==> config.mk <==
export PLATFORM = sky130hd
export DESIGN_NAME = circle_coverage_contingency_core
export DESIGN_NICKNAME = d
export VERILOG_FILES = /design/src/rtl/core/ccc_pkg.sv /design/src/rtl/core/ccc_cfg.sv /design/src/rtl/core/ccc_point_pipe.sv /design/src/rtl/core/ccc_accum.sv /design/src/rtl/core/ccc_score.sv /design/src/rtl/core/circle_coverage_contingency_core.sv
export VERILOG_INCLUDE_DIRS = /design/src /design/src/rtl/core
export SDC_FILE = /design/constraint.sdc
export NUM_CORES = 2
export LEC_CHECK = 0
export BUFFER_PORTS_ARGS = -buffer_cell sky130_fd_sc_hd__buf_2
export CAP_MARGIN = 20
export CELL_PAD_IN_SITES_DETAIL_PLACEMENT = 0
export CELL_PAD_IN_SITES_GLOBAL_PLACEMENT = 1
export CORE_ASPECT_RATIO = 0.8
export CORE_MARGIN = 2
export CORE_UTILIZATION = 40
export CTS_CLUSTER_DIAMETER = 30
export DETAILED_ROUTE_END_ITERATION = 8
export PLACE_DENSITY = 0.69
export SYNTH_ARGS = -nofsm -noshare
export SYNTH_HDL_FRONTEND = slang
export SYNTH_HIERARCHICAL = 1
export SYNTH_SLANG_ARGS = --single-unit
==> constraint.sdc <==
create_clock -name clk_i -period 18 [get_ports clk_i]
set_clock_uncertainty 0.2 [all_clocks]
set_input_delay 2.7 -clock clk_i [delete_from_list [all_inputs] [get_ports clk_i]]
set_output_delay 2.7 -clock clk_i [all_outputs]
set_load 0.02 [all_outputs]
==> src/rtl/core/circle_coverage_contingency_core_defines.svh <==
// ----------------------------------------------------------------------------
// Assertion macros for the circle coverage contingency core
// Define NO_ASSERTIONS to compile the checks out.
// ----------------------------------------------------------------------------
`ifndef CIRCLE_COVERAGE_CONTINGENCY_CORE_DEFINES_SVH
`define CIRCLE_COVERAGE_CONTINGENCY_CORE_DEFINES_SVH
`ifndef NO_ASSERTIONS
`define CCC_ASSERT_IMPL(label, clk, rst_n, ante, cons) \
  label: assert property (@(posedge clk) disable iff (!rst_n) (ante) |-> (cons)) \
    else $error("Implication check failed.");
`define CCC_ASSERT_HOLDS(label, clk, rst_n, expr) \
  label: assert property (@(posedge clk) disable iff (!rst_n) (expr)) \
    else $error("Invariant check failed.");
`else
`define CCC_ASSERT_IMPL(label, clk, rst_n, ante, cons)
`define CCC_ASSERT_HOLDS(label, clk, rst_n, expr)
`endif
`endif

==> src/rtl/core/ccc_pkg.sv <==
// ----------------------------------------------------------------------------
// ccc_pkg
// Shared types and constants of the circle coverage contingency core.
// ----------------------------------------------------------------------------
package ccc_pkg;

  localparam int COUNT_W      = 21;
  localparam int TALLY_W      = 32;
  localparam int TARGET_W     = 14;
  localparam int CFG_IDX_W    = 3;
  localparam int SCALE        = 10000;
  localparam int UPPER_RESET  = 32767;
  localparam int TARGET_RESET = 5000;

  localparam logic [CFG_IDX_W-1:0] CFG_CENTER_X       = 3'd0;
  localparam logic [CFG_IDX_W-1:0] CFG_CENTER_Y       = 3'd1;
  localparam logic [CFG_IDX_W-1:0] CFG_RADIUS         = 3'd2;
  localparam logic [CFG_IDX_W-1:0] CFG_FORECAST_LOWER = 3'd3;
  localparam logic [CFG_IDX_W-1:0] CFG_FORECAST_UPPER = 3'd4;
  localparam logic [CFG_IDX_W-1:0] CFG_TRUTH_LOWER    = 3'd5;
  localparam logic [CFG_IDX_W-1:0] CFG_TRUTH_UPPER    = 3'd6;
  localparam logic [CFG_IDX_W-1:0] CFG_PERCENT_TARGET = 3'd7;

  typedef struct packed {
    logic valid;
    logic func;
    logic last;
  } item_ctl_t;

  typedef struct packed {
    logic valid;
    logic func;
  } pass_ctl_t;

  function automatic int max_int(int a, int b);
    return (a > b) ? a : b;
  endfunction

endpackage

==> src/rtl/core/ccc_cfg.sv <==
// ----------------------------------------------------------------------------
// ccc_cfg
// Configuration registers and the registered square of the radius.
// ----------------------------------------------------------------------------
module ccc_cfg #(
  parameter int COORD_BITS = 20,
  parameter int VALUE_BITS = 16,
  localparam int CfgW = ccc_pkg::max_int(ccc_pkg::max_int(COORD_BITS, VALUE_BITS),
                                         ccc_pkg::TARGET_W),
  localparam int RadW = COORD_BITS - 1,
  localparam int SqW  = 2 * RadW
) (
  input  logic                          clk_i,
  input  logic                          rst_ni,
  input  logic                          cfg_we_i,
  input  logic [ccc_pkg::CFG_IDX_W-1:0] cfg_index_i,
  input  logic [CfgW-1:0]               cfg_data_i,
  output logic [COORD_BITS-1:0]         center_x_o,
  output logic [COORD_BITS-1:0]         center_y_o,
  output logic [RadW-1:0]               radius_o,
  output logic [SqW-1:0]                radius_sq_o,
  output logic [VALUE_BITS-1:0]         forecast_lower_o,
  output logic [VALUE_BITS-1:0]         forecast_upper_o,
  output logic [VALUE_BITS-1:0]         truth_lower_o,
  output logic [VALUE_BITS-1:0]         truth_upper_o,
  output logic [ccc_pkg::TARGET_W-1:0]  percent_target_o
);

  localparam logic [VALUE_BITS-1:0] UpperRst = VALUE_BITS'(ccc_pkg::UPPER_RESET);
  localparam logic [ccc_pkg::TARGET_W-1:0] TargetRst =
    ccc_pkg::TARGET_W'(ccc_pkg::TARGET_RESET);

  logic [COORD_BITS-1:0]        center_x_q, center_y_q;
  logic [RadW-1:0]              radius_q;
  logic [SqW-1:0]               radius_sq_q;
  logic [VALUE_BITS-1:0]        f_lo_q, f_hi_q, t_lo_q, t_hi_q;
  logic [ccc_pkg::TARGET_W-1:0] target_q;

  always_ff @(posedge clk_i or negedge rst_ni) begin
    if (!rst_ni) begin
      center_x_q  <= '0;
      center_y_q  <= '0;
      radius_q    <= '0;
      radius_sq_q <= '0;
      f_lo_q      <= '0;
      f_hi_q      <= UpperRst;
      t_lo_q      <= '0;
      t_hi_q      <= UpperRst;
      target_q    <= TargetRst;
    end else begin
      radius_sq_q <= SqW'(radius_q) * SqW'(radius_q);
      if (cfg_we_i) begin
        unique case (cfg_index_i)
          ccc_pkg::CFG_CENTER_X:       center_x_q <= cfg_data_i[COORD_BITS-1:0];
          ccc_pkg::CFG_CENTER_Y:       center_y_q <= cfg_data_i[COORD_BITS-1:0];
          ccc_pkg::CFG_RADIUS:         radius_q   <= cfg_data_i[RadW-1:0];
          ccc_pkg::CFG_FORECAST_LOWER: f_lo_q     <= cfg_data_i[VALUE_BITS-1:0];
          ccc_pkg::CFG_FORECAST_UPPER: f_hi_q     <= cfg_data_i[VALUE_BITS-1:0];
          ccc_pkg::CFG_TRUTH_LOWER:    t_lo_q     <= cfg_data_i[VALUE_BITS-1:0];
          ccc_pkg::CFG_TRUTH_UPPER:    t_hi_q     <= cfg_data_i[VALUE_BITS-1:0];
          ccc_pkg::CFG_PERCENT_TARGET: target_q   <= cfg_data_i[ccc_pkg::TARGET_W-1:0];
        endcase
      end
    end
  end

  assign center_x_o       = center_x_q;
  assign center_y_o       = center_y_q;
  assign radius_o         = radius_q;
  assign radius_sq_o      = radius_sq_q;
  assign forecast_lower_o = f_lo_q;
  assign forecast_upper_o = f_hi_q;
  assign truth_lower_o    = t_lo_q;
  assign truth_upper_o    = t_hi_q;
  assign percent_target_o = target_q;

endmodule

==> src/rtl/core/ccc_point_pipe.sv <==
// ----------------------------------------------------------------------------
// ccc_point_pipe
// Input register, offset and band stage, and squaring stage for each point.
// ----------------------------------------------------------------------------
module ccc_point_pipe #(
  parameter int COORD_BITS = 20,
  parameter int VALUE_BITS = 16,
  localparam int RadW = COORD_BITS - 1,
  localparam int SqW  = 2 * RadW
) (
  input  logic                      clk_i,
  input  logic                      rst_ni,
  input  logic                      in_valid_i,
  output logic                      in_ready_o,
  input  logic                      func_i,
  input  logic [COORD_BITS-1:0]     point_x_i,
  input  logic [COORD_BITS-1:0]     point_y_i,
  input  logic [VALUE_BITS-1:0]     point_value_i,
  input  logic                      last_point_i,
  input  logic [COORD_BITS-1:0]     center_x_i,
  input  logic [COORD_BITS-1:0]     center_y_i,
  input  logic [RadW-1:0]           radius_i,
  input  logic [VALUE_BITS-1:0]     forecast_lower_i,
  input  logic [VALUE_BITS-1:0]     forecast_upper_i,
  input  logic [VALUE_BITS-1:0]     truth_lower_i,
  input  logic [VALUE_BITS-1:0]     truth_upper_i,
  input  logic                      down_ready_i,
  output ccc_pkg::item_ctl_t        ctl_o,
  output logic                      in_box_o,
  output logic                      band_hit_o,
  output logic [SqW-1:0]            dx_sq_o,
  output logic [SqW-1:0]            dy_sq_o
);

  ccc_pkg::item_ctl_t s1_ctl_q, s2_ctl_q, s3_ctl_q;
  logic [COORD_BITS-1:0] s1_x_q, s1_y_q;
  logic [VALUE_BITS-1:0] s1_val_q;
  logic                  s2_box_q, s2_hit_q, s3_box_q, s3_hit_q;
  logic [RadW-1:0]       s2_dx_q, s2_dy_q;
  logic [SqW-1:0]        s3_dx_sq_q, s3_dy_sq_q;
  logic                  en1, en2, en3;

  logic [COORD_BITS:0]   dx_full, dy_full, dx_abs, dy_abs;
  logic [VALUE_BITS-1:0] lo_c, hi_c;
  logic                  box_c, hit_c;

  assign en3        = !s3_ctl_q.valid || down_ready_i;
  assign en2        = !s2_ctl_q.valid || en3;
  assign en1        = !s1_ctl_q.valid || en2;
  assign in_ready_o = en1;

  always_comb begin
    dx_full = {s1_x_q[COORD_BITS-1], s1_x_q} - {center_x_i[COORD_BITS-1], center_x_i};
    dy_full = {s1_y_q[COORD_BITS-1], s1_y_q} - {center_y_i[COORD_BITS-1], center_y_i};
    dx_abs  = dx_full[COORD_BITS] ? (~dx_full + 1'b1) : dx_full;
    dy_abs  = dy_full[COORD_BITS] ? (~dy_full + 1'b1) : dy_full;
    box_c   = (dx_abs <= {2'b00, radius_i}) && (dy_abs <= {2'b00, radius_i});
    lo_c    = s1_ctl_q.func ? truth_lower_i : forecast_lower_i;
    hi_c    = s1_ctl_q.func ? truth_upper_i : forecast_upper_i;
    hit_c   = ($signed(s1_val_q) >= $signed(lo_c)) && ($signed(s1_val_q) <= $signed(hi_c));
  end

  always_ff @(posedge clk_i or negedge rst_ni) begin
    if (!rst_ni) begin
      s1_ctl_q <= '0;
      s2_ctl_q <= '0;
      s3_ctl_q <= '0;
    end else begin
      if (en1) begin
        s1_ctl_q <= '{valid: in_valid_i, func: func_i, last: last_point_i};
      end
      if (en2) begin
        s2_ctl_q <= s1_ctl_q;
      end
      if (en3) begin
        s3_ctl_q <= s2_ctl_q;
      end
    end
  end

  always_ff @(posedge clk_i) begin
    if (en1) begin
      s1_x_q   <= point_x_i;
      s1_y_q   <= point_y_i;
      s1_val_q <= point_value_i;
    end
    if (en2) begin
      s2_box_q <= box_c;
      s2_hit_q <= hit_c;
      s2_dx_q  <= dx_abs[RadW-1:0];
      s2_dy_q  <= dy_abs[RadW-1:0];
    end
    if (en3) begin
      s3_box_q   <= s2_box_q;
      s3_hit_q   <= s2_hit_q;
      s3_dx_sq_q <= SqW'(s2_dx_q) * SqW'(s2_dx_q);
      s3_dy_sq_q <= SqW'(s2_dy_q) * SqW'(s2_dy_q);
    end
  end

  assign ctl_o      = s3_ctl_q;
  assign in_box_o   = s3_box_q;
  assign band_hit_o = s3_hit_q;
  assign dx_sq_o    = s3_dx_sq_q;
  assign dy_sq_o    = s3_dy_sq_q;

endmodule

==> src/rtl/core/ccc_accum.sv <==
// ----------------------------------------------------------------------------
// ccc_accum
// Circle test, saturating point and hit accumulators, and the pass register.
// ----------------------------------------------------------------------------
module ccc_accum #(
  parameter int COORD_BITS = 20,
  parameter int MAX_POINTS = 1048576,
  localparam int SqW  = 2 * (COORD_BITS - 1),
  localparam int AccW = $clog2(MAX_POINTS + 1)
) (
  input  logic                clk_i,
  input  logic                rst_ni,
  input  ccc_pkg::item_ctl_t  ctl_i,
  input  logic                in_box_i,
  input  logic                band_hit_i,
  input  logic [SqW-1:0]      dx_sq_i,
  input  logic [SqW-1:0]      dy_sq_i,
  input  logic [SqW-1:0]      radius_sq_i,
  output logic                ready_o,
  input  logic                next_ready_i,
  output ccc_pkg::pass_ctl_t  pass_o,
  output logic [AccW-1:0]     hits_o,
  output logic [AccW-1:0]     points_o
);

  localparam logic [AccW-1:0] AccMax = AccW'(MAX_POINTS);

  logic [AccW-1:0]    hits_q, points_q, hits_d, points_d;
  logic [AccW-1:0]    p_hits_q, p_points_q;
  ccc_pkg::pass_ctl_t pass_q;
  logic [SqW:0]       dist_sq;
  logic               in_circle, p_en, take;

  assign dist_sq   = {1'b0, dx_sq_i} + {1'b0, dy_sq_i};
  assign in_circle = in_box_i && (dist_sq <= {1'b0, radius_sq_i});
  assign p_en      = !pass_q.valid || next_ready_i;
  assign ready_o   = !ctl_i.last || p_en;
  assign take      = ctl_i.valid && ready_o;

  always_comb begin
    points_d = points_q;
    hits_d   = hits_q;
    if (in_circle) begin
      points_d = (points_q < AccMax) ? points_q + 1'b1 : AccMax;
      if (band_hit_i) begin
        hits_d = (hits_q < AccMax) ? hits_q + 1'b1 : AccMax;
      end
    end
  end

  always_ff @(posedge clk_i or negedge rst_ni) begin
    if (!rst_ni) begin
      hits_q   <= '0;
      points_q <= '0;
      pass_q   <= '0;
    end else begin
      if (take) begin
        hits_q   <= ctl_i.last ? '0 : hits_d;
        points_q <= ctl_i.last ? '0 : points_d;
      end
      if (p_en) begin
        pass_q <= '{valid: take && ctl_i.last, func: ctl_i.func};
      end
    end
  end

  always_ff @(posedge clk_i) begin
    if (p_en && take && ctl_i.last) begin
      p_hits_q   <= hits_d;
      p_points_q <= points_d;
    end
  end

  assign pass_o   = pass_q;
  assign hits_o   = p_hits_q;
  assign points_o = p_points_q;

endmodule

==> src/rtl/core/ccc_score.sv <==
// ----------------------------------------------------------------------------
// ccc_score
// Coverage products, coverage decision, contingency tallies, result register.
// ----------------------------------------------------------------------------
module ccc_score #(
  parameter int MAX_POINTS = 1048576,
  localparam int AccW   = $clog2(MAX_POINTS + 1),
  localparam int ProdW  = AccW + ccc_pkg::TARGET_W,
  localparam int CountW = ccc_pkg::COUNT_W,
  localparam int TallyW = ccc_pkg::TALLY_W
) (
  input  logic                         clk_i,
  input  logic                         rst_ni,
  input  ccc_pkg::pass_ctl_t           pass_i,
  input  logic [AccW-1:0]              hits_i,
  input  logic [AccW-1:0]              points_i,
  input  logic [ccc_pkg::TARGET_W-1:0] percent_target_i,
  output logic                         ready_o,
  output logic                         out_valid_o,
  input  logic                         out_ready_i,
  output logic                         pass_kind_o,
  output logic                         covered_o,
  output logic [CountW-1:0]            hit_count_o,
  output logic [CountW-1:0]            point_count_o,
  output logic [TallyW-1:0]            count_forecast_o,
  output logic [TallyW-1:0]            count_truth_o,
  output logic [TallyW-1:0]            count_success_o,
  output logic [TallyW-1:0]            count_failure_o,
  output logic [TallyW-1:0]            count_false_alarm_o,
  output logic [TallyW-1:0]            count_non_event_o
);

  logic              m_valid_q, m_func_q, m_empty_q, m_tzero_q;
  logic [ProdW-1:0]  m_hprod_q, m_tprod_q;
  logic [AccW-1:0]   m_hits_q, m_points_q;
  logic              out_valid_q, kind_q, covered_q;
  logic [CountW-1:0] hit_cnt_q, pt_cnt_q;
  logic              fc_event_q;
  logic [TallyW-1:0] t_fc_q, t_tr_q, t_succ_q, t_fail_q, t_fa_q, t_non_q;
  logic              en_m, en_out, covered_c, load;

  assign en_out    = !out_valid_q || out_ready_i;
  assign en_m      = !m_valid_q || en_out;
  assign ready_o   = en_m;
  assign load      = en_out && m_valid_q;
  assign covered_c = m_empty_q ? m_tzero_q : (m_hprod_q >= m_tprod_q);

  always_ff @(posedge clk_i or negedge rst_ni) begin
    if (!rst_ni) begin
      m_valid_q   <= 1'b0;
      out_valid_q <= 1'b0;
      fc_event_q  <= 1'b0;
      t_fc_q      <= '0;
      t_tr_q      <= '0;
      t_succ_q    <= '0;
      t_fail_q    <= '0;
      t_fa_q      <= '0;
      t_non_q     <= '0;
    end else begin
      if (en_m) begin
        m_valid_q <= pass_i.valid;
      end
      if (en_out) begin
        out_valid_q <= m_valid_q;
      end
      if (load) begin
        if (!m_func_q) begin
          fc_event_q <= covered_c;
        end else begin
          if (fc_event_q && t_fc_q != '1) begin
            t_fc_q <= t_fc_q + 1'b1;
          end
          if (covered_c && t_tr_q != '1) begin
            t_tr_q <= t_tr_q + 1'b1;
          end
          priority if (covered_c && fc_event_q) begin
            if (t_succ_q != '1) t_succ_q <= t_succ_q + 1'b1;
          end else if (covered_c) begin
            if (t_fail_q != '1) t_fail_q <= t_fail_q + 1'b1;
          end else if (fc_event_q) begin
            if (t_fa_q != '1) t_fa_q <= t_fa_q + 1'b1;
          end else begin
            if (t_non_q != '1) t_non_q <= t_non_q + 1'b1;
          end
        end
      end
    end
  end

  always_ff @(posedge clk_i) begin
    if (en_m && pass_i.valid) begin
      m_func_q   <= pass_i.func;
      m_empty_q  <= (points_i == '0);
      m_tzero_q  <= (percent_target_i == '0);
      m_hprod_q  <= ProdW'(hits_i) * ProdW'(ccc_pkg::SCALE);
      m_tprod_q  <= ProdW'(percent_target_i) * ProdW'(points_i);
      m_hits_q   <= hits_i;
      m_points_q <= points_i;
    end
    if (load) begin
      kind_q    <= m_func_q;
      covered_q <= covered_c;
      hit_cnt_q <= CountW'(m_hits_q);
      pt_cnt_q  <= CountW'(m_points_q);
    end
  end

  assign out_valid_o         = out_valid_q;
  assign pass_kind_o         = kind_q;
  assign covered_o           = covered_q;
  assign hit_count_o         = hit_cnt_q;
  assign point_count_o       = pt_cnt_q;
  assign count_forecast_o    = t_fc_q;
  assign count_truth_o       = t_tr_q;
  assign count_success_o     = t_succ_q;
  assign count_failure_o     = t_fail_q;
  assign count_false_alarm_o = t_fa_q;
  assign count_non_event_o   = t_non_q;

endmodule

==> src/rtl/core/circle_coverage_contingency_core.sv <==
// ----------------------------------------------------------------------------
// circle_coverage_contingency_core
// Scores forecast and truth passes over one circular region into a 2x2 table.
// Grid points enter on the input channel, a forecast pass and then a truth
// pass, each closed by a point with last_point_i set. Every pass end yields
// one result transfer; other points yield none.
// The block takes one point per cycle while in_ready_o is high. The result of
// a pass runs from its last point through the input register, the offset
// stage, the squaring stage, the accumulator stage and the coverage product
// stage to the result register.
// Configuration writes are registered; write only while no point is in
// flight. After reset the tallies and accumulators are zero and the
// registers hold their defaults.
// While the receiver stalls, points that close no pass keep flowing into the
// accumulators; in_ready_o drops only when every stage is full.
// ----------------------------------------------------------------------------
`include "circle_coverage_contingency_core_defines.svh"

module circle_coverage_contingency_core #(
  parameter int MAX_POINTS = 1048576,
  parameter int COORD_BITS = 20,
  parameter int VALUE_BITS = 16,
  localparam int CfgW = ccc_pkg::max_int(ccc_pkg::max_int(COORD_BITS, VALUE_BITS),
                                         ccc_pkg::TARGET_W)
) (
  input  logic                          clk_i,
  input  logic                          rst_ni,
  input  logic                          cfg_we_i,
  input  logic [ccc_pkg::CFG_IDX_W-1:0] cfg_index_i,
  input  logic [CfgW-1:0]               cfg_data_i,
  input  logic                          in_valid_i,
  output logic                          in_ready_o,
  input  logic                          func_i,
  input  logic [COORD_BITS-1:0]         point_x_i,
  input  logic [COORD_BITS-1:0]         point_y_i,
  input  logic [VALUE_BITS-1:0]         point_value_i,
  input  logic                          last_point_i,
  output logic                          out_valid_o,
  input  logic                          out_ready_i,
  output logic                          pass_kind_o,
  output logic                          covered_o,
  output logic [ccc_pkg::COUNT_W-1:0]   hit_count_o,
  output logic [ccc_pkg::COUNT_W-1:0]   point_count_o,
  output logic [ccc_pkg::TALLY_W-1:0]   count_forecast_o,
  output logic [ccc_pkg::TALLY_W-1:0]   count_truth_o,
  output logic [ccc_pkg::TALLY_W-1:0]   count_success_o,
  output logic [ccc_pkg::TALLY_W-1:0]   count_failure_o,
  output logic [ccc_pkg::TALLY_W-1:0]   count_false_alarm_o,
  output logic [ccc_pkg::TALLY_W-1:0]   count_non_event_o
);

  localparam int RadW = COORD_BITS - 1;
  localparam int SqW  = 2 * RadW;
  localparam int AccW = $clog2(MAX_POINTS + 1);

  logic [COORD_BITS-1:0]        center_x, center_y;
  logic [RadW-1:0]              radius;
  logic [SqW-1:0]               radius_sq, dx_sq, dy_sq;
  logic [VALUE_BITS-1:0]        f_lo, f_hi, t_lo, t_hi;
  logic [ccc_pkg::TARGET_W-1:0] target;
  ccc_pkg::item_ctl_t           pt_ctl;
  ccc_pkg::pass_ctl_t           pass_ctl;
  logic                         in_box, band_hit, acc_ready, score_ready;
  logic [AccW-1:0]              pass_hits, pass_points;

  ccc_cfg #(
    .COORD_BITS(COORD_BITS),
    .VALUE_BITS(VALUE_BITS)
  ) u_cfg (
    .clk_i            (clk_i),
    .rst_ni           (rst_ni),
    .cfg_we_i         (cfg_we_i),
    .cfg_index_i      (cfg_index_i),
    .cfg_data_i       (cfg_data_i),
    .center_x_o       (center_x),
    .center_y_o       (center_y),
    .radius_o         (radius),
    .radius_sq_o      (radius_sq),
    .forecast_lower_o (f_lo),
    .forecast_upper_o (f_hi),
    .truth_lower_o    (t_lo),
    .truth_upper_o    (t_hi),
    .percent_target_o (target)
  );

  ccc_point_pipe #(
    .COORD_BITS(COORD_BITS),
    .VALUE_BITS(VALUE_BITS)
  ) u_point_pipe (
    .clk_i            (clk_i),
    .rst_ni           (rst_ni),
    .in_valid_i       (in_valid_i),
    .in_ready_o       (in_ready_o),
    .func_i           (func_i),
    .point_x_i        (point_x_i),
    .point_y_i        (point_y_i),
    .point_value_i    (point_value_i),
    .last_point_i     (last_point_i),
    .center_x_i       (center_x),
    .center_y_i       (center_y),
    .radius_i         (radius),
    .forecast_lower_i (f_lo),
    .forecast_upper_i (f_hi),
    .truth_lower_i    (t_lo),
    .truth_upper_i    (t_hi),
    .down_ready_i     (acc_ready),
    .ctl_o            (pt_ctl),
    .in_box_o         (in_box),
    .band_hit_o       (band_hit),
    .dx_sq_o          (dx_sq),
    .dy_sq_o          (dy_sq)
  );

  ccc_accum #(
    .COORD_BITS(COORD_BITS),
    .MAX_POINTS(MAX_POINTS)
  ) u_accum (
    .clk_i        (clk_i),
    .rst_ni       (rst_ni),
    .ctl_i        (pt_ctl),
    .in_box_i     (in_box),
    .band_hit_i   (band_hit),
    .dx_sq_i      (dx_sq),
    .dy_sq_i      (dy_sq),
    .radius_sq_i  (radius_sq),
    .ready_o      (acc_ready),
    .next_ready_i (score_ready),
    .pass_o       (pass_ctl),
    .hits_o       (pass_hits),
    .points_o     (pass_points)
  );

  ccc_score #(
    .MAX_POINTS(MAX_POINTS)
  ) u_score (
    .clk_i               (clk_i),
    .rst_ni              (rst_ni),
    .pass_i              (pass_ctl),
    .hits_i              (pass_hits),
    .points_i            (pass_points),
    .percent_target_i    (target),
    .ready_o             (score_ready),
    .out_valid_o         (out_valid_o),
    .out_ready_i         (out_ready_i),
    .pass_kind_o         (pass_kind_o),
    .covered_o           (covered_o),
    .hit_count_o         (hit_count_o),
    .point_count_o       (point_count_o),
    .count_forecast_o    (count_forecast_o),
    .count_truth_o       (count_truth_o),
    .count_success_o     (count_success_o),
    .count_failure_o     (count_failure_o),
    .count_false_alarm_o (count_false_alarm_o),
    .count_non_event_o   (count_non_event_o)
  );

  // Input back-pressure only arises when the result register is stalled.
  `CCC_ASSERT_IMPL(a_ready_low_only_on_stall, clk_i, rst_ni, !in_ready_o, out_valid_o && !out_ready_i)

  // The truth tally only moves with a truth-pass result.
  `CCC_ASSERT_IMPL(a_truth_tally_on_truth_result, clk_i, rst_ni, count_truth_o != $past(count_truth_o), out_valid_o && pass_kind_o)

  // At most one outcome cell of the table moves at a time.
  `CCC_ASSERT_HOLDS(a_one_outcome, clk_i, rst_ni, $countones({count_success_o != $past(count_success_o), count_failure_o != $past(count_failure_o), count_false_alarm_o != $past(count_false_alarm_o), count_non_event_o != $past(count_non_event_o)}) <= 1)

endmodule

# Yosys cells after proc, flatten, opt, wreduce, memory -nomap -nowiden
# Index checks and enable logic that the tools add are counted.
[classes] add_sub_neg=13 n_mul=5 magnitude_cmp=8 n_eq_ne=13 n_mux=12 n_bitwise=6 reduce_logical=44
[ops] op="$add A32 B1 Y32 const B" n=6
[ops] op="$ne A32 B32 Y1 const B" n=6
[ops] op="$mux W21" n=9
[ops] op="$mul A19 B19 Y38" n=3
[ops] op="$add A21 B1 Y21 const B" n=4
[ops] op="$le A21 B19 Y1" n=2
[ops] op="$lt A21 B21 Y1 const B" n=2
[ops] op="$not A21 Y21" n=2
[ops] op="$sub A20 B20 Y21" n=2
[ops] op="$add A38 B38 Y39" n=1
[ops] op="$le A39 B38 Y1" n=1
[ops] op="$ge A35 B35 Y1" n=1
[ops] op="$mul A14 B21 Y35" n=1
[ops] op="$mux W16" n=2
[ops] op="$mul A21 B10 Y31 const B" n=1
[ops] op="$logic_not A21 Y1" n=1
[ops] op="$reduce_and A2 Y1" n=9
[ops] op="$ge A16 B16 Y1" n=1
[ops] op="$le A16 B16 Y1" n=1
[ops] op="$logic_not A14 Y1" n=1
[ops] op="$eq A3 B3 Y1 const B" n=4
[ops] op="$logic_and A1 B1 Y1" n=12
[ops] op="$reduce_and A6 Y1" n=2
[ops] op="$logic_not A1 Y1" n=7
[ops] op="9 further kinds" n=20
[word_totals] reg_bits=794 inputBits=86 out_inout_bits=238 wordCells=156

# Depth between registers and ports, before layout
[depth] word_depth=8 mapped_depth=26 ltp_nobuf=25

# Hierarchy
# The synthesis kept the hierarchy.
[modules_own_cells] module="ccc_point_pipe" instances=1 cells_each=3228 area_per_inst_um2=30959.7 seq_area_each_um2=5390.2
[modules_own_cells] module="ccc_score" instances=1 cells_each=2491 area_per_inst_um2=26720.6 seq_area_each_um2=9414.0
[modules_own_cells] module="ccc_cfg" instances=1 cells_each=1543 area_per_inst_um2=16555.9 seq_area_each_um2=4398.0
[modules_own_cells] module="ccc_accum" instances=1 cells_each=883 area_per_inst_um2=7508.5 seq_area_each_um2=2362.3

# Worst setup path after synthesis
# No wires, ideal clock.
[synth_timing] path_type="in2out" start="in out_ready_i" end="out in_ready_o" t_arrival_ns=5.136 required_ns=15.100 setup_slack_ns=9.964 stages=5 path_buffers=0 path_cell_list="nand3b_1 > nand2b_1 > or2_2 > nor2b_1 > nand3_1"
[synth_between] elab_chain_len=7
[synth_rtl] element="start, declared" line_no="circle_coverage_contingency_core.sv:39" rtl="input logic out_ready_i,"
[synth_rtl] element="$logic_or A1 B1 Y1" line_no="ccc_score.sv:42" rtl="assign en_out = !out_valid_q || out_ready_i;"
[synth_rtl] element="$logic_or A1 B1 Y1" line_no="ccc_score.sv:43" rtl="assign en_m = !m_valid_q || en_out;"
[synth_rtl] element="$logic_or A1 B1 Y1" line_no="ccc_accum.sv:36" rtl="assign p_en = !pass_q.valid || next_ready_i;"
[synth_rtl] element="$logic_or A1 B1 Y1" line_no="ccc_accum.sv:37" rtl="assign ready_o = !ctl_i.last || p_en;"
[synth_rtl] element="via acc_ready" line_no="circle_coverage_contingency_core.sv:63" rtl="logic in_box, band_hit, acc_ready, score_ready;"
[synth_rtl] element="$logic_or A1 B1 Y1" line_no="ccc_point_pipe.sv:47" rtl="assign en3 = !s3_ctl_q.valid || down_ready_i;"
[synth_rtl] element="$logic_or A1 B1 Y1" line_no="ccc_point_pipe.sv:48" rtl="assign en2 = !s2_ctl_q.valid || en3;"
[synth_rtl] element="$logic_or A1 B1 Y1" line_no="ccc_point_pipe.sv:49" rtl="assign en1 = !s1_ctl_q.valid || en2;"
[synth_rtl] element="end, declared" line_no="circle_coverage_contingency_core.sv:32" rtl="output logic in_ready_o,"
# The timed path passes the listed nets, and every way through them passes these cells.

# Worst setup path in the final report
[layout_timing] start="reg u_point_pipe.s2_dx_q[1]" end="reg u_point_pipe.s3_dx_sq_q[37], in the netlist u_point_pipe/dx_sq_o[37], data pin"
[layout_between] elab_chain_len=1
[layout_rtl] element="start, declared" line_no="ccc_point_pipe.sv:39" rtl="logic [RadW-1:0] s2_dx_q, s2_dy_q;"
[layout_rtl] element="start signal, assigned" line_no="ccc_point_pipe.sv:90" rtl="s2_dx_q <= dx_abs[RadW-1:0];"
[layout_rtl] element="$mul A19 B19 Y38" line_no="ccc_point_pipe.sv:96" rtl="s3_dx_sq_q <= SqW'(s2_dx_q) * SqW'(s2_dx_q);"
[layout_rtl] element="end signal, assigned" line_no="ccc_point_pipe.sv:96"
[layout_rtl] element="end, declared" line_no="ccc_point_pipe.sv:40" rtl="logic [SqW-1:0] s3_dx_sq_q, s3_dy_sq_q;"
# Every way passes these cells.
# A chain may end at the register's enable or synchronous reset.

==> flow_metrics.env <==
export IMPL_run_status="finished clean"
export IMPL_drive_above_1_share_pct=11.1
export IMPL_synthFlopType="dfrtp_1"
export IMPL_nNetsFinal=10400
export IMPL_setup_viol_count_final=0
export IMPL_synthCells=8145
export IMPL_port_buffers=323
export IMPL_number_of_global_route_vias_before_repair=59600
export IMPL_ys_top_cells_by_area="fa_1 (25%), edfxtp_1 (13%), ha_1 (12%)"
export IMPL_die_width_um=509
export IMPL_path_cells="and2_1 -> inv_1 -> fa_1 -> inv_1 -> fa_1 -> inv_1 -> fa_1 -> inv_1 -> fa_1 -> fa_1 -> inv_1 -> fa_1 -> inv_1 -> ha_1 -> a21o_1 -> a21oi_1 -> o21ai_0 -> a21oi_1 -> a31oi_1 -> a41oi_1 -> a21oi_1 -> a41o_1 -> o311ai_0 -> o211ai_1"
export IMPL_synthDominantAreaCellType="fa_1"
export IMPL_post_route_min_period_ns=8.22
export IMPL_antenna_found_initial=26
export IMPL_num_fill_cells=19300
export IMPL_routed_wire_length_per_instance_um=19.4
export IMPL_routed_via_density=5.14
export IMPL_netlist_cell_type_count=106
export IMPL_timing_critical_path_buf_inv=6
export IMPL_cts_buf_count=178
export IMPL_avg_cell_area_syn_um2=10.0
export IMPL_grt_first_pass_wirelength_um=347000
export IMPL_design_portCount=324
export IMPL_cts_reportedPaths_clkPinSlew_ns=0.05
export IMPL_cts_sinks=787
export IMPL_setup_tns_ns=0
export IMPL_initial_utilization_pct=40.2
export IMPL_rsz0062_at_grt="no"
export IMPL_largest_net_degree_at_the_start_of_global_routing=150
export IMPL_drtAntennaViolNets=0
export IMPL_die_y_um=408
export IMPL_postSynth_asyncResetShare_pct=53.6
export IMPL_synth_edff_count=365
export IMPL_mappedNetlistArea_um2=81700
export IMPL_max_slew_worst_pin_slew_ns=1.10
export IMPL_final_max_slew_viol_count=0
export IMPL_die_area_um2=208000
export IMPL_grt_use_total_pct=21.3
export IMPL_clock_tree_from_tritoncts="done"
export IMPL_clock_insertion_delay_worst_skew_ns=0.81
export IMPL_cts_resized=0
export IMPL_max_stage_delay_ns=0.89
export IMPL_gpl_final_weighted_congestion=0.877
export IMPL_drc=0
export IMPL_worst_path_dominant_cell_family="adder cells"
export IMPL_cts_max_level=4
export IMPL_num_vias=58300
export IMPL_drtIter0Drc=4136
export IMPL_critical_path_arrival_ns=8.56
export IMPL_type_of_the_most_critical_hold_path="reg -> reg"
export IMPL_first_pass_detailed_route_iteration_total=8
export IMPL_ys_ff_latch=787
export IMPL_cts_buffer_depth=3
export IMPL_congestion_overflow_gr=0
export IMPL_root_buffer="clkbuf_16"
export IMPL_final_common_cell="inv_1"
export IMPL_placement_rows=148
export IMPL_cts_hold_fix_buffers=0
export IMPL_criticalPathCategory="reg -> reg"
export IMPL_maxCapViolations=0
export IMPL_max_clock_freq_mhz=122
export IMPL_routed_wl_um=220000
export IMPL_crit_path_end_kind="flip-flop"
export IMPL_layout_area_overhead_vs_synth_pct=13.8
export IMPL_slew_limit_headroom_pct=26.8
export IMPL_hpwlAfterDp_um=170000
export IMPL_crit_slowest_cell="edfxtp_1"
export IMPL_fin_crit_sh_pct=45.7
export IMPL_coreArea_um2=203000
export IMPL_cp_max_fo=20
export IMPL_synth_seq_area_share_pct=26.4
export IMPL_worst_ep_required_ns=18.33
export IMPL_crit_path_start_kind="flip-flop"
export IMPL_mostFrequentLayoutCells="inv_1 (1647), fa_1 (1029), ha_1 (776), nand2_1 (731), dfrtp_1 (386)"
export IMPL_synth_top_cell_area_share_pct=25.2
export IMPL_synth_warn=6
export IMPL_hold_viol_final=0
export IMPL_cts_setup_buffers=0
## stage by stage
stage                     hold WS [ns]  utilization (%)  worst slack, ns  instance area (um2)  cells
final                            0.212             45.7             9.78                93000  11300
after global routing             0.223             45.7             9.36                93000  11300
after CTS                        0.211             45.7             9.86                93000  11300
after detailed placement         0.205             42.5             9.93                86300  11000
after global placement           0.204             42.5             9.99                86300  11000
after floorplan                  0.200                -             9.96                81700   8146
## Yosys cell counts (25+ instances only)
cell type  instances
ha_1             776
nor4_1            25
o21a_1            44
nor2_1           246
mux2i_1           35
nand2b_1          50
o21bai_1          34
mux2_2           151
dfrtp_1          387
nand2_1          732
and2_1           346
and4_1            26
dfstp_2           35
xor2_1           121
inv_1           1648
a21oi_1          271
edfxtp_1         365
a21o_1           121
a211oi_1          34
nand3_1          185
nor3_1            77
nand4_1          105
fa_1            1029
a31oi_1           48
clkbuf_1         205
nor2b_1           54
xnor2_1          323
o31ai_1           41
o21ai_0          172
and3_1           104
## final cells by class
cell class / instances / area [um2] / share of cell area [%]
tap: 2700 / 3380 / 3.63
multi-input combinational: 5473 / 53100 / 57.1
antenna: 4 / 10.0 / 0.0108
clock buffer: 208 / 4720 / 5.07
sequential: 787 / 21600 / 23.2
inverter: 1649 / 6190 / 6.66
timing repair buffer: 388 / 2150 / 2.31
clock inverter: 129 / 1910 / 2.06
## layer usage
metal | vias to the layer above | track usage, % | share of wire [%] | wire [um]
li1 | 27100 | - | - | -
met1 | 29300 | 32.4 | 49 | 107000
met2 | 1592 | 31.6 | 43 | 95100
met3 | 257 | 3.85 | 6.2 | 13600
met4 | 6 | 4.58 | 1.9 | 4090
met5 | - | 0 | 0.019 | 41
## worst paths after layout
check                      cells past startpoint                    start  slack (ns)                     endpoint
max                                           24  u_point_pipe/s2_dx_q[1]        9.78     u_point_pipe/dx_sq_o[37]
min                                            0   u_score/m_points_q[16]        0.21    u_score/point_count_o[16]
max reg2reg                                   24  u_point_pipe/s2_dx_q[1]        9.78     u_point_pipe/dx_sq_o[37]
min reg2reg                                    0   u_score/m_points_q[16]        0.21    u_score/point_count_o[16]
max in group asynchronous                      4                   rst_ni       13.03  u_score/count_success_o[10]
min in group asynchronous                      1                   rst_ni        1.70         u_cfg/center_y_o[16]
## logic make-up (layout without fill, tap and decap cells)
kind of cell | Yosys count | count (layout) | synth area share, %
compound gates | 981 | 981 | 7.92
flops | 787 | 787 | 26.4
other cells | 2 | 7 | 0.00919
simple gates | 2054 | 2054 | 12.6
xor+xnor | 444 | 444 | 4.76
fa+ha+maj | 1805 | 1805 | 37.1
buf+inv | 1886 | 2374 | 8.75
mux | 186 | 186 | 2.51
## registers in the layout, indices dropped and copies added, names as in the netlist, 27 cells and up
| name | flops |
|---|---|
| u_cfg/radius_sq_o | 37 |
| u_point_pipe/dx_sq_o | 37 |
| u_point_pipe/dy_sq_o | 37 |
| u_score/count_failure_o | 32 |
| u_score/count_false_alarm_o | 32 |
| u_score/count_forecast_o | 32 |
| u_score/count_non_event_o | 32 |
| u_score/count_success_o | 32 |
| u_score/count_truth_o | 32 |
| u_score/m_hprod_q | 27 |
| u_score/m_tprod_q | 35 |
Power is not shown: default switching activity piles up to over one toggle a cycle in this logic, so the estimate is an artifact.
